--- src/hw/rtl/rsa_pkg.sv ---
// Shared types and constants for the RSA exponentiation block.
// No dependencies; imported by every module of the block.
`default_nettype none

package rsa_pkg;

  parameter int RSA_WIDTH = 32;

  // Register map of the configuration port
  localparam int CFG_IDX_W = 2;
  typedef logic [CFG_IDX_W-1:0] cfg_idx_t;
  localparam cfg_idx_t CFG_MODULUS   = 2'd0;
  localparam cfg_idx_t CFG_PUB_EXP   = 2'd1;
  localparam cfg_idx_t CFG_PRIV_EXP  = 2'd2;

  // Register reset values
  localparam logic [63:0] MODULUS_RST  = 64'd14;
  localparam logic [63:0] PUB_EXP_RST  = 64'd5;
  localparam logic [63:0] PRIV_EXP_RST = 64'd11;

  // Request types
  localparam logic REQ_ENCRYPT = 1'b0;
  localparam logic REQ_DECRYPT = 1'b1;

  // Status of the shared modular multiplier
  typedef struct packed {
    logic busy;
    logic done;
  } mul_stat_t;

endpackage

`default_nettype wire

--- src/hw/rtl/rsa_modular_exponentiation.sv ---
// RSA modular exponentiation, left-to-right square-and-multiply on one shared multiplier.
// The steps are one reduction of the input, WIDTH squares and one multiply per set exponent bit,
// each a product from the multiplier; a zero modulus gives a zero result without the multiplier.
// One request at a time; busy is high throughout.
// The result is shown for one cycle on out_valid; the receiver cannot stall it.
// Synchronous active-low reset restores the registers to n=14, e=5, d=11 and goes idle.
`default_nettype none

module rsa_modular_exponentiation import rsa_pkg::*; #(
  parameter int WIDTH = RSA_WIDTH
) (
  input  wire logic             clk,
  input  wire logic             rst_n,
  input  wire logic             start,
  output logic                  busy,
  input  wire logic             in_req_type,
  input  wire logic [WIDTH-1:0] in_value,
  output logic                  out_valid,
  output logic [WIDTH-1:0]      out_result,
  input  wire logic             cfg_valid,
  output logic                  cfg_ready,
  input  wire cfg_idx_t         cfg_index,
  input  wire logic [WIDTH-1:0] cfg_data
);

  localparam int CNT_W = $clog2(WIDTH + 1);

  typedef enum logic [4:0] {
    S_IDLE = 5'b00001,
    S_RED  = 5'b00010,
    S_SQR  = 5'b00100,
    S_MUL  = 5'b01000,
    S_DONE = 5'b10000
  } state_t;

  state_t           state_r, state_nxt;
  logic             issue_r, issue_nxt;
  logic [CNT_W-1:0] cnt_r, cnt_nxt;
  logic [WIDTH-1:0] acc_r, acc_nxt;
  logic [WIDTH-1:0] base_r, base_nxt;
  logic [WIDTH-1:0] ex_r, ex_nxt;

  logic [WIDTH-1:0] modulus, pub_exp, priv_exp;
  logic [WIDTH-1:0] one;
  logic             accept;
  logic             mul_go;
  logic [WIDTH-1:0] mul_a, mul_b, mul_res;
  mul_stat_t        mul_stat;

  assign cfg_ready = 1'b1;

  rsa_cfg_regs #(.WIDTH(WIDTH)) u_cfg (
    .clk      (clk),
    .rst_n    (rst_n),
    .wr_en    (cfg_valid && cfg_ready),
    .wr_index (cfg_index),
    .wr_data  (cfg_data),
    .modulus  (modulus),
    .pub_exp  (pub_exp),
    .priv_exp (priv_exp)
  );

  // 1 mod n; also the multiplicand that reduces the input value
  assign one    = (modulus == WIDTH'(1)) ? '0 : WIDTH'(1);
  assign accept = start && (state_r == S_IDLE);

  assign mul_go = (accept && modulus != '0) || issue_r;
  assign mul_a  = (state_r == S_IDLE) ? one : acc_r;
  assign mul_b  = (state_r == S_IDLE) ? in_value :
                  (state_r == S_SQR)  ? acc_r : base_r;

  rsa_modmul #(.WIDTH(WIDTH)) u_mul (
    .clk    (clk),
    .rst_n  (rst_n),
    .go     (mul_go),
    .a      (mul_a),
    .b      (mul_b),
    .n      (modulus),
    .stat   (mul_stat),
    .result (mul_res)
  );

  always_comb begin
    state_nxt = state_r;
    issue_nxt = 1'b0;
    cnt_nxt   = cnt_r;
    acc_nxt   = acc_r;
    base_nxt  = base_r;
    ex_nxt    = ex_r;
    case (state_r)
      S_IDLE: begin
        if (start) begin
          ex_nxt  = (in_req_type == REQ_DECRYPT) ? priv_exp : pub_exp;
          cnt_nxt = CNT_W'(WIDTH);
          if (modulus == '0) begin
            acc_nxt   = '0;
            state_nxt = S_DONE;
          end else begin
            state_nxt = S_RED;
          end
        end
      end
      S_RED: begin
        if (mul_stat.done) begin
          base_nxt  = mul_res;
          acc_nxt   = one;
          state_nxt = S_SQR;
          issue_nxt = 1'b1;
        end
      end
      S_SQR: begin
        if (mul_stat.done) begin
          acc_nxt = mul_res;
          if (ex_r[WIDTH-1]) begin
            state_nxt = S_MUL;
            issue_nxt = 1'b1;
          end else begin
            // advance to the next exponent bit
            ex_nxt  = {ex_r[WIDTH-2:0], 1'b0};
            cnt_nxt = cnt_r - CNT_W'(1);
            if (cnt_r == CNT_W'(1)) begin
              state_nxt = S_DONE;
            end else begin
              issue_nxt = 1'b1;
            end
          end
        end
      end
      S_MUL: begin
        if (mul_stat.done) begin
          acc_nxt = mul_res;
          ex_nxt  = {ex_r[WIDTH-2:0], 1'b0};
          cnt_nxt = cnt_r - CNT_W'(1);
          if (cnt_r == CNT_W'(1)) begin
            state_nxt = S_DONE;
          end else begin
            state_nxt = S_SQR;
            issue_nxt = 1'b1;
          end
        end
      end
      S_DONE: begin
        state_nxt = S_IDLE;
      end
      default: begin
        state_nxt = S_IDLE;
      end
    endcase
  end

  always_ff @(posedge clk) begin
    if (!rst_n) begin
      state_r <= S_IDLE;
      issue_r <= 1'b0;
      cnt_r   <= '0;
    end else begin
      state_r <= state_nxt;
      issue_r <= issue_nxt;
      cnt_r   <= cnt_nxt;
    end
  end

  always_ff @(posedge clk) begin
    acc_r  <= acc_nxt;
    base_r <= base_nxt;
    ex_r   <= ex_nxt;
  end

  assign busy       = (state_r != S_IDLE);
  assign out_valid  = (state_r == S_DONE);
  assign out_result = acc_r;

  a_accept_busy: assert property (@(posedge clk) disable iff (!rst_n) accept |=> busy)
    else $error("request accepted without going busy");
  a_out_idle: assert property (@(posedge clk) disable iff (!rst_n) out_valid |=> !busy)
    else $error("result strobe not followed by idle");
  a_go_free: assert property (@(posedge clk) disable iff (!rst_n)
    mul_go |-> !mul_stat.busy)
    else $error("multiplier launched while busy");
  a_done_state: assert property (@(posedge clk) disable iff (!rst_n)
    mul_stat.done |-> (state_r == S_RED || state_r == S_SQR || state_r == S_MUL))
    else $error("multiplier result with no operation pending");
  a_result_range: assert property (@(posedge clk) disable iff (!rst_n)
    (out_valid && modulus != '0) |-> out_result < modulus)
    else $error("result not reduced modulo n");

endmodule

`default_nettype wire

--- src/hw/rtl/rsa_cfg_regs.sv ---
// Configuration register file: modulus and the two exponents.
// Depends on rsa_pkg for the register map and reset values.
`default_nettype none

module rsa_cfg_regs import rsa_pkg::*; #(
  parameter int WIDTH = RSA_WIDTH
) (
  input  wire logic             clk,
  input  wire logic             rst_n,
  input  wire logic             wr_en,
  input  wire cfg_idx_t         wr_index,
  input  wire logic [WIDTH-1:0] wr_data,
  output logic [WIDTH-1:0]      modulus,
  output logic [WIDTH-1:0]      pub_exp,
  output logic [WIDTH-1:0]      priv_exp
);

  logic [WIDTH-1:0] modulus_r;
  logic [WIDTH-1:0] pub_exp_r;
  logic [WIDTH-1:0] priv_exp_r;

  // Drop writes to indexes beyond the register map
  always_ff @(posedge clk) begin
    if (!rst_n) begin
      modulus_r  <= WIDTH'(MODULUS_RST);
      pub_exp_r  <= WIDTH'(PUB_EXP_RST);
      priv_exp_r <= WIDTH'(PRIV_EXP_RST);
    end else if (wr_en) begin
      case (wr_index)
        CFG_MODULUS:  modulus_r  <= wr_data;
        CFG_PUB_EXP:  pub_exp_r  <= wr_data;
        CFG_PRIV_EXP: priv_exp_r <= wr_data;
        default: ;
      endcase
    end
  end

  assign modulus  = modulus_r;
  assign pub_exp  = pub_exp_r;
  assign priv_exp = priv_exp_r;

endmodule

`default_nettype wire

--- src/hw/rtl/rsa_modmul.sv ---
// Shared modular multiplier: (a * b) mod n by interleaved shift-add,
// one multiplier bit per cycle. Depends on rsa_pkg for the status struct.
`default_nettype none

module rsa_modmul import rsa_pkg::*; #(
  parameter int WIDTH = RSA_WIDTH
) (
  input  wire logic             clk,
  input  wire logic             rst_n,
  input  wire logic             go,
  input  wire logic [WIDTH-1:0] a,
  input  wire logic [WIDTH-1:0] b,
  input  wire logic [WIDTH-1:0] n,
  output mul_stat_t             stat,
  output logic [WIDTH-1:0]      result
);

  localparam int CNT_W = $clog2(WIDTH + 1);

  // (x + y) mod m for x, y < m; the carry bit covers the wrap
  function automatic logic [WIDTH-1:0] add_mod(input logic [WIDTH-1:0] x,
                                               input logic [WIDTH-1:0] y,
                                               input logic [WIDTH-1:0] m);
    logic [WIDTH:0] s;
    s = {1'b0, x} + {1'b0, y};
    if (s >= {1'b0, m}) begin
      s = s - {1'b0, m};
    end
    return s[WIDTH-1:0];
  endfunction

  logic [WIDTH-1:0] a_r, b_r, n_r, r_r;
  logic [WIDTH-1:0] b_nxt, r_nxt;
  logic [CNT_W-1:0] cnt_r, cnt_nxt;
  logic             busy_r, busy_nxt;
  logic             done_r, done_nxt;
  logic [WIDTH-1:0] dbl;
  logic [WIDTH-1:0] step;

  assign dbl  = add_mod(r_r, r_r, n_r);
  assign step = b_r[WIDTH-1] ? add_mod(dbl, a_r, n_r) : dbl;

  always_comb begin
    b_nxt    = b_r;
    r_nxt    = r_r;
    cnt_nxt  = cnt_r;
    busy_nxt = busy_r;
    done_nxt = 1'b0;
    if (go) begin
      b_nxt    = b;
      r_nxt    = '0;
      cnt_nxt  = CNT_W'(WIDTH);
      busy_nxt = 1'b1;
    end else if (busy_r) begin
      r_nxt   = step;
      b_nxt   = {b_r[WIDTH-2:0], 1'b0};
      cnt_nxt = cnt_r - CNT_W'(1);
      if (cnt_r == CNT_W'(1)) begin
        busy_nxt = 1'b0;
        done_nxt = 1'b1;
      end
    end
  end

  always_ff @(posedge clk) begin
    if (!rst_n) begin
      busy_r <= 1'b0;
      done_r <= 1'b0;
      cnt_r  <= '0;
    end else begin
      busy_r <= busy_nxt;
      done_r <= done_nxt;
      cnt_r  <= cnt_nxt;
    end
  end

  always_ff @(posedge clk) begin
    if (go) begin
      a_r <= a;
      n_r <= n;
    end
    b_r <= b_nxt;
    r_r <= r_nxt;
  end

  assign stat.busy = busy_r;
  assign stat.done = done_r;
  assign result    = r_r;

  a_go_busy: assert property (@(posedge clk) disable iff (!rst_n) go |=> busy_r)
    else $error("multiplier did not start on go");
  a_done_idle: assert property (@(posedge clk) disable iff (!rst_n) done_r |-> !busy_r)
    else $error("multiplier done while still busy");
  a_busy_cnt: assert property (@(posedge clk) disable iff (!rst_n)
    busy_r |-> cnt_r != '0)
    else $error("multiplier busy with empty bit count");
  a_done_range: assert property (@(posedge clk) disable iff (!rst_n)
    (done_r && n_r != '0) |-> r_r < n_r)
    else $error("modular product not reduced");

endmodule

`default_nettype wire
--- config.mk ---
export PLATFORM = sky130hd
export DESIGN_NAME = rsa_modular_exponentiation
export DESIGN_NICKNAME = d
export VERILOG_FILES = /design/src/hw/rtl/rsa_pkg.sv /design/src/hw/rtl/rsa_modular_exponentiation.sv /design/src/hw/rtl/rsa_cfg_regs.sv /design/src/hw/rtl/rsa_modmul.sv
export SDC_FILE = /design/constraint.sdc
export NUM_CORES = 1
export LEC_CHECK = 0
export BUFFER_PORTS_ARGS = -buffer_cell sky130_fd_sc_hd__clkbuf_2
export CORE_MARGIN = 2
export CORE_UTILIZATION = 35
export DETAILED_ROUTE_END_ITERATION = 6
export GPL_TIMING_DRIVEN = 0
export PLACE_DENSITY = 0.54
export SYNTH_ARGS = -nofsm -noshare
export SYNTH_HDL_FRONTEND = slang
export SYNTH_SLANG_ARGS = --single-unit
--- constraint.sdc ---
create_clock -name clk -period 10 [get_ports clk]
set_clock_uncertainty 0.1 [all_clocks]
set_input_delay 0 -clock clk [delete_from_list [all_inputs] [get_ports clk]]
set_output_delay 0 -clock clk [all_outputs]
set_load 0.02 [all_outputs]
=== After elaboration in Yosys (flattened, before gate mapping) ===
Cells that the tools add are included.

* Register bits after elaboration: 340
* Bits of input ports: 71
* Word-level logic and storage cells: 113

* $add $sub $neg: 6
* $lt $le $gt $ge: 2
* Equality and inequality tests: 19
* Mux-type cells: 46
* Bitwise gates (word level): 2
* Reduce and logical (&&, ||, !) cells: 20

{| class="wikitable"
|+ Operators by type and width
! operator !! number
|-
| $mux 32 || 17
|-
| $pmux 32 s3 || 2
|-
| $add 32x32->33 || 2
|-
| $ge 33x32->1 || 2
|-
| $sub 32x32->32 || 2
|-
| $mux 5 || 8
|-
| $mux 6 || 6
|-
| $eq 32x1->1 const B || 1
|-
| $logic_not 32->1 || 1
|-
| $reduce_bool 32->1 || 1
|-
| $pmux 5 s4 || 1
|-
| $pmux 6 s3 || 1
|-
| $reduce_and 5->1 || 3
|-
| $eq 6x1->1 const B || 2
|-
| $sub 6x1->6 const B || 2
|-
| $mux 1 || 10
|-
| $ne 2x1->1 const B || 5
|-
| $reduce_and 2->1 || 4
|-
| $reduce_bool 3->1 || 2
|-
| $eq 5x1->1 const B || 1
|-
| $eq 5x2->1 const B || 1
|-
| $eq 5x3->1 const B || 1
|-
| $eq 5x4->1 const B || 1
|-
| $eq 5x5->1 const B || 1
|-
| 14 further kinds || 18
|}

=== Logic depth before layout (Yosys ltp) ===
Gate-level depths: netlist (run 1).

* Word-level depth: 7
* Depth in mapped cells: 34

=== Hierarchy ===
From an unflattened synthesis (run 1), not the netlist that was laid out.

* Cells, all modules: 2,045
* Area, all modules: 20,085.5 um2

{| class="wikitable"
|+ By module, submodules not included
! module !! times used !! cells an instance !! area an instance (um2)
|-
| rsa_modmul || 1 || 1,189 || 10,925.5
|-
| rsa_modular_exponentiation || 1 || 502 || 5,532.8
|-
| rsa_cfg_regs || 1 || 354 || 3,627.2
|}

=== Worst setup path after synthesis (run 1) ===
OpenSTA, ideal clock, no wires.

* Kind: register to register
* From: reg u_mul.n_r[1]
* To: reg u_mul.r_r[11], in the netlist u_mul.result[11]
* Arrival: 6.690 ns
* Data required time: 9.649 ns
* Slack: 2.959 ns
* Cell stages (with the launch flop): 33
* Period minus slack after synthesis: 7.041 ns
* Path through: edfxtp_1 > inv_1 > ha_1 > nor2b_1 > o31a_1 > o31a_1 > o2111a_1 > o211a_1 > nor2_2 > buf_2 > clkbuf_1 > o21ai_0 > ha_1 > buf_2 > and4_1 > o2111a_1 > o21a_1 > o21ai_1 > o2111ai_1 > a41oi_1 > xnor2_1 > ha_1 > clkbuf_1 > a211oi_1 > o21bai_1 > a21oi_1 > nor2b_1 > o31a_1 > a2111oi_4 > buf_4 > a21oi_1 > o311ai_1 > a21oi_1

* Word-level cells in the longest chain between the ends: 6

{| class="wikitable"
|+ RTL lines
! what !! line !! RTL
|-
| start: declaration || rsa_modmul.sv:32 || <nowiki>logic [WIDTH-1:0] a_r, b_r, n_r, r_r;</nowiki>
|-
| start signal: assignment || rsa_modmul.sv:80 || <nowiki>n_r <= n;</nowiki>
|-
| $sub 32x32->32 / $ge 33x32->1 (equally long branches) || rsa_modmul.sv:27, rsa_modmul.sv:26 ||
|-
| $mux 32 || rsa_modmul.sv:26 || <nowiki>if (s >= {1'b0, m}) begin</nowiki>
|-
| $add 32x32->33 || rsa_modmul.sv:25 || <nowiki>s = {1'b0, x} + {1'b0, y};</nowiki>
|-
| $sub 32x32->32 / $ge 33x32->1 (equally long branches) || rsa_modmul.sv:27, rsa_modmul.sv:26 ||
|-
| $mux 32 || rsa_modmul.sv:26 ||
|-
| $mux 32 (*) || rsa_modmul.sv:41 || <nowiki>assign step = b_r[WIDTH-1] ? add_mod(dbl, a_r, n_r) : dbl;</nowiki>
|-
| end signal: assignment || rsa_modmul.sv:83 || <nowiki>r_r <= r_nxt;</nowiki>
|-
| end: declaration || rsa_modmul.sv:32 ||
|}

Mark *: on every way between the ends. The rest lies on a longest branch, timed or not.
A chain may end at the register's enable or synchronous reset.

=== Worst setup path in the final report (run 1) ===
* From: reg u_mul.r_r[0], in the netlist u_mul.result[0]
* To: reg u_mul.r_r[25], in the netlist u_mul.result[25]

* Word-level cells in the longest chain between the ends: 7

{| class="wikitable"
|+ RTL lines
! what !! line
|-
| $add 32x32->33 (*) || rsa_modmul.sv:25
|-
| $sub 32x32->32 / $ge 33x32->1 (equally long branches) || rsa_modmul.sv:27, rsa_modmul.sv:26
|-
| $mux 32 (*) || rsa_modmul.sv:26
|-
| $add 32x32->33 || rsa_modmul.sv:25
|-
| $sub 32x32->32 / $ge 33x32->1 (equally long branches) || rsa_modmul.sv:27, rsa_modmul.sv:26
|-
| $mux 32 || rsa_modmul.sv:26
|-
| $mux 32 (*) || rsa_modmul.sv:41
|}

Marked as above.

==> results of run 1 <==
-- cell families (layout without fill, tap and decap cells) --
kind of cell	Yosys count	count (layout)	synth area share, %
other	1	3	0.01877
DFF	340	340	43.68
adders and majority gates	103	103	6.562
AOI/OAI and AO/OA	668	668	21.79
and+or+nand+nor	788	788	18.12
xor gates and xnor gates	80	80	3.507
muxes	43	43	2.198
buffers and inverters	208	455	4.120
-- metrics by stage --
step / worst slack, ns / instances / util [%]
after floorplan: 2.959 / 2231 / -
after global placement: -0.3990 / 3089 / 38.02
after detailed placement: -0.2383 / 3092 / 38.15
after CTS: 0.1143 / 3233 / 41.71
after global routing: 0.04529 / 3234 / 41.80
final: 0.3557 / 3236 / 41.81
-- what timing repair did --
item                       in CTS  in global routing
cloned                          0                  0
hold buffers                   71                  0
setup endpoints to repair      14                 28
resized for setup               2                  6
hold endpoints to repair      142                  0
setup buffers                   0                  0
-- worst min-delay path, delay by kind of cell --
family / cells / cell delay (ns)
buffers and inverters: 2 / 0.54
AO/OA/AOI/OAI: 1 / 0.16
-- synth_stat cells (all sizes together) (18+ instances only) --
master    n
a211oi   29
a21boi   97
a21o     42
a21oi   181
a31oi    18
and2     68
buf      26
clkbuf   95
dfxtp   148
edfxtp  192
ha      100
inv      85
mux2i    36
nand2   433
nand3    57
nor2     88
nor3     27
nor4     19
o211ai   21
o21ai   154
xnor2    56
xor2     24
-- layer usage --
| metal | wire (um) | part of all wire, % | vias to the layer above | global-route usage [%] |
|---|---|---|---|---|
| met3 | 3918 | 5.5 | 132 | 2.764 |
| met5 | 0 | 0 | - | 0 |
| met2 | 32730 | 46 | 575 | 39.76 |
| met4 | 2317 | 3.3 | 0 | 7.705 |
| met1 | 31730 | 45 | 8437 | 31.35 |
| li1 | - | - | 8505 | - |
-- path summary, 6_finish.rpt --
| kind | end | slack (ns) | cells after the start | start |
|---|---|---|---|---|
| min | u_cfg.modulus[20]$_SDFFE_PN0P_ | 0.09 | 3 | rst_n |
| max reg2reg | u_mul.result[25]$_SDFFE_PN0P_ | 0.36 | 29 | u_mul.result[0]$_SDFFE_PN0P_ |
| min reg2reg | u_mul.n_r[25]$_DFFE_PN_ | 0.33 | 0 | u_cfg.modulus[25]$_SDFFE_PN0P_ |
| max | u_mul.result[25]$_SDFFE_PN0P_ | 0.36 | 29 | u_mul.result[0]$_SDFFE_PN0P_ |
-- area by class of cell --
type | instances | area, um2
Buffer | 121 | 501.7
Sequential cell | 340 | 8728
Inverter | 87 | 326.6
Clock inverter | 19 | 192.7
Multi-Input combinational cell | 1683 | 10470
Clock buffer | 51 | 1094
Tap cell | 756 | 945.9
Fill cell | 5618 | 32810
Timing Repair Buffer | 177 | 1309
Antenna cell | 2 | 5.005
==> impl_metrics.csv, run 1 <==
group,metric,value,unit
run_status,outcome,"complete, no violations",
setup_path,required,10.41,ns
synth,ys_types,90,
global_routing,grt_max_degree,39,
placed_design,gp_congestion,0.9418,
die,die_w,242.9,um
synth,ys_seq_area_share,43.68,%
setup_path,crit_slowest_cell,"dfxtp_1",
setup_path,max_stage_delay,0.68,ns
setup_path,crit_family,"compound AO/OA/AOI/OAI gates",
die,rows,87,
synth,syn_area_per_cell,8.956,um2
clock_network,cts_tree,"yes",
global_routing,grt_pass1_wl,105.7,mm
sta,slew_violations,0,
synth,synth_top_area_share,28.85,%
cells_and_area,final_cell_area,0.02357,mm2
placed_design,dp_hpwl,55.79,mm
global_routing,grt_usage,23.56,%
detailed_routing,routed-via-count,17650,
synth,ys_top_cells_by_area,"edfxtp_1, dfxtp_1, nand2_1",
synth,async_reset_ff_share,0,%
die,start_util,35.44,%
clock_network,cts.sinks,340,
cells_and_area,layout.nets,2623,
run,max-cap-violations,0,
die,dieArea,0.05902,mm2
synth,syn_area,0.01998,mm2
setup_path,critPathLaunchType,"register",
clock_network,clk_pin_slew,0.06,ns
synth,ys_ff_latch,340,
sta,fin_crit_sh,96.44,%
clock_network,ctsHtreeMaxLevel,2,
sta,whs,0.08967,ns
global_routing,overflow,0,
sta,relSlewSlack,29.64,%
clock_network,cts_buffers,39,
synth,ys.flop_type,"edfxtp_1",
clock_network,clk_latency,0.56,ns
detailed_routing,routed_wl,70.70,mm
cells_and_area,syn_to_final_growth,17.97,%
die,core_region_area,0.05639,mm2
global_routing,antenna_found_initial,0,
detailed_routing,dr.pass1.iters,5,
synth,synthCells,2231,
cells_and_area,most-common-layout-cells,"nand2_1, edfxtp_1, a21oi_1, dfxtp_1, o21ai_0",
detailed_routing,viasPerCell,5.454,
setup_path,cp.buffers_inverters,3,
setup_path,crit_fanout,10,
clock_network,cts_root_buf,"clkbuf_16",
placed_design,io_buffers,102,
detailed_routing,wl_per_cell,21.85,um
sta,fin_crit,9.644,ns
cells_and_area,drive_above_1_share,9.161,%
synth,yosys_warnings,0,
sta,tns,0,ns
synth,synth_edf_count,192,
die,die_h,242.9,um
synth,synth_nets,2405,
sta,tightest_slew,1.029,ns
detailed_routing,dr.first_iter.drc_count,1257,
setup_path,critPathKind,"reg -> reg",
sta,max_freq,0.1037,GHz
worst_hold_path,hold_path_class,"in -> reg",
detailed_routing,drc,0,
detailed_routing,ant_nets,0,
clock_network,clock_path_buffers,3,
setup_path,worstPathArrival,10.06,ns
sta,rsz0062_at_grt,"no",
synth,netlist.top_cell.by_area,"edfxtp_1",
placed_design,post_dp_cell_area,0.02151,mm2
global_routing,grt_pass1_vias,17220,
sta,hold_viol_final,0,
cells_and_area,layout_commonest_cell,"nand2_1",
die,io_pins,106,
setup_path,endpoint_kind,"register",
sta,setup_viol,0,
Power of run 1 is not shown: default switching activity piles up to over one toggle a cycle in this logic, so the estimate is an artifact.
==> run 2, diff against run 1 <==
--- a/config.mk
+++ b/config.mk
@@ -8,6 +8,7 @@
 export BUFFER_PORTS_ARGS = -buffer_cell sky130_fd_sc_hd__clkbuf_2
 export CORE_MARGIN = 2
 export CORE_UTILIZATION = 35
+export CTS_BUF_LIST = sky130_fd_sc_hd__clkbuf_4
 export DETAILED_ROUTE_END_ITERATION = 6
 export GPL_TIMING_DRIVEN = 0
 export PLACE_DENSITY = 0.54
==> constraint.sdc (replaced) <==
create_clock -name clk -period 12.4 [get_ports clk]
set_clock_uncertainty 0.1 [all_clocks]
set_input_delay 0 -clock clk [delete_from_list [all_inputs] [get_ports clk]]
set_output_delay 0 -clock clk [all_outputs]
set_load 0.02 [all_outputs]
==> run 2 against run 1 <==
Via count increased by 3.8%. Worst setup slack gained 1.7 ns. Largest cell class unchanged. Wire length rose by 1.8%. Fmax down 6.6%. Hold slack improved by 0.085 ns. Non-clock buffer count is 79 higher. Sequential cell count unchanged. Die area unchanged. Utilization grew 1.4 points. Clock-buffer cell count is 99 higher. Critical endpoint unchanged. Global-route usage grew 0.59 points.
==> impl_metrics.csv, run 2 (synthesis gave the netlist of run 1 again) <==
group,metric,value,unit
detailed_routing,ant_nets,0,
worst_hold_path,worstHoldPathCells,5,
cells_and_area,drive_above_1_share,12.31,%
placed_design,dp_hpwl,55.79,mm
placed_design,post_dp_cell_area,0.02151,mm2
detailed_routing,dr.first_iter.drc_count,1300,
setup_path,crit_fanout,10,
clock_network,cts_setup_buffers,0,
run,max-cap-violations,0,
setup_path,critPathLaunchType,"register",
setup_path,required,13.07,ns
die,die_h,242.9,um
global_routing,grt_usage,24.15,%
worst_hold_path,hold_path_class,"in -> reg",
cells_and_area,layout_commonest_cell,"nand2_1",
die,rows,87,
sta,fin_crit_sh,83.29,%
worst_hold_path,worstHoldStart,"cfg_index[0]",
sta,fin_crit,10.33,ns
detailed_routing,routed-via-count,18310,
setup_path,r2r-start,"u_mul.result[0]$_SDFFE_PN0P_",
die,io_pins,106,
clock_network,clock_path_buffers,3,
detailed_routing,routed_wl,72.01,mm
die,start_util,35.44,%
clock_network,ctsHtreeMaxLevel,3,
cells_and_area,fill_cells,5623,
die,die_w,242.9,um
die,dieArea,0.05902,mm2
clock_network,clk_latency,0.83,ns
sta,hold_viol_final,0,
setup_path,rrSetupSlack,2.07,ns
clock_network,clk_pin_slew,0.06,ns
clock_network,cts.sinks,340,
sta,slew_violations,0,
cells_and_area,syn_to_final_growth,21.82,%
placed_design,gp_congestion,0.9418,
setup_path,max_stage_delay,0.68,ns
setup_path,crit_slowest_cell,"dfxtp_1",
global_routing,grt_pass1_vias,18110,
detailed_routing,viasPerCell,5.350,
sta,setup_viol,0,
sta,relSlewSlack,30.73,%
detailed_routing,wl_per_cell,21.04,um
cells_and_area,final_cell_area,0.02434,mm2
cells_and_area,most-common-layout-cells,"nand2_1, edfxtp_1, a21oi_1, clkbuf_4, dlygate4sd3_1",
run_status,outcome,"complete, no violations",
setup_path,r2r_end,"u_mul.result[25]$_SDFFE_PN0P_",
sta,rsz0062_at_grt,"no",
detailed_routing,drc,0,
sta,tns,0,ns
cells_and_area,layout.nets,2758,
clock_network,cts_buffers,95,
global_routing,grt_max_degree,39,
setup_path,endpoint_kind,"register",
global_routing,overflow,0,
worst_hold_path,min_to,"u_cfg.pub_exp[1]$_SDFFE_PN0P_",
sta,tightest_slew,1.039,ns
global_routing,grt_pass1_wl,108.4,mm
setup_path,critPathKind,"reg -> reg",
die,core_region_area,0.05639,mm2
clock_network,cts_tree,"yes",
global_routing,antenna_found_initial,1,
setup_path,worstPathArrival,11.00,ns
sta,max_freq,0.09683,GHz
placed_design,io_buffers,102,
cells_and_area,postLayoutCoreUtil,43.17,%
clock_network,cts_root_buf,"clkbuf_4",
setup_path,rr_worst_depth,31,
detailed_routing,dr.pass1.iters,5,
-- run 2: stage by stage --
step | hold slack [ns] | setup WS (ns) | cells
2_1_floorplan | 0.02397 | 5.359 | 2231
3_3_place_gp | 0.1669 | 2.001 | 3089
3_5_place_dp | 0.1744 | 2.162 | 3092
4_1_cts | 0.07236 | 2.129 | 3419
5_1_grt | 0.1756 | 1.708 | 3421
6_report | 0.1745 | 2.072 | 3423
-- run 2: worst max path at each step --
stage / startpoint / to / slack, ns / cells past startpoint
after floorplan: u_mul.n_r[1]$_DFFE_PN_ / u_mul.result[11]$_SDFFE_PN0P_ / 5.36 / 32
after global placement: u_mul.result[0]$_SDFFE_PN0P_ / u_mul.result[8]$_SDFFE_PN0P_ / 2.00 / 31
after detailed placement: u_mul.result[0]$_SDFFE_PN0P_ / u_mul.result[25]$_SDFFE_PN0P_ / 2.16 / 31
after CTS: u_mul.result[0]$_SDFFE_PN0P_ / u_mul.result[25]$_SDFFE_PN0P_ / 2.13 / 31
after global routing: u_mul.result[0]$_SDFFE_PN0P_ / u_mul.result[22]$_SDFFE_PN0P_ / 1.71 / 31
final: u_mul.result[0]$_SDFFE_PN0P_ / u_mul.result[25]$_SDFFE_PN0P_ / 2.07 / 31
-- run 2: critical path, delay by kind of cell (launching register included) --
family | cells | cell delay (ns)
simple gates | 7 | 2.10
compound gates | 15 | 4.36
flops | 1 | 0.68
buf+inv | 5 | 1.54
fa+ha+maj | 3 | 0.86
xor+xnor | 1 | 0.56
-- run 2: cell type report --
class	count	area [um2]	share of cell area (%)
multi-input cells	1683	10440	42.88
flip-flops and latches	340	8728	35.86
repair buffers	256	2100	8.625
clock buffers	150	1126	4.626
well taps	756	945.9	3.886
plain buffers	121	500.5	2.056
inverters	87	326.6	1.342
clock inverters	27	168.9	0.6939
diodes	3	7.507	0.03084
-- run 2: repair_timing --
item / in CTS / in global routing
gates resized for setup: 0 / 0
hold endpoints to repair: 175 / 0
hold buffers: 150 / 0
endpoints found under the setup margin: 0 / 0
-- run 2: metal layers --
metal	share of wire (%)	global-route usage [%]	up-vias
met3	6.0	3.804	157
met5	0	0	-
met1	44	31.62	8658
li1	-	-	8835
met2	46	40.03	662
met4	3.6	9.239	0
Power of run 2 is left out for the same reason.
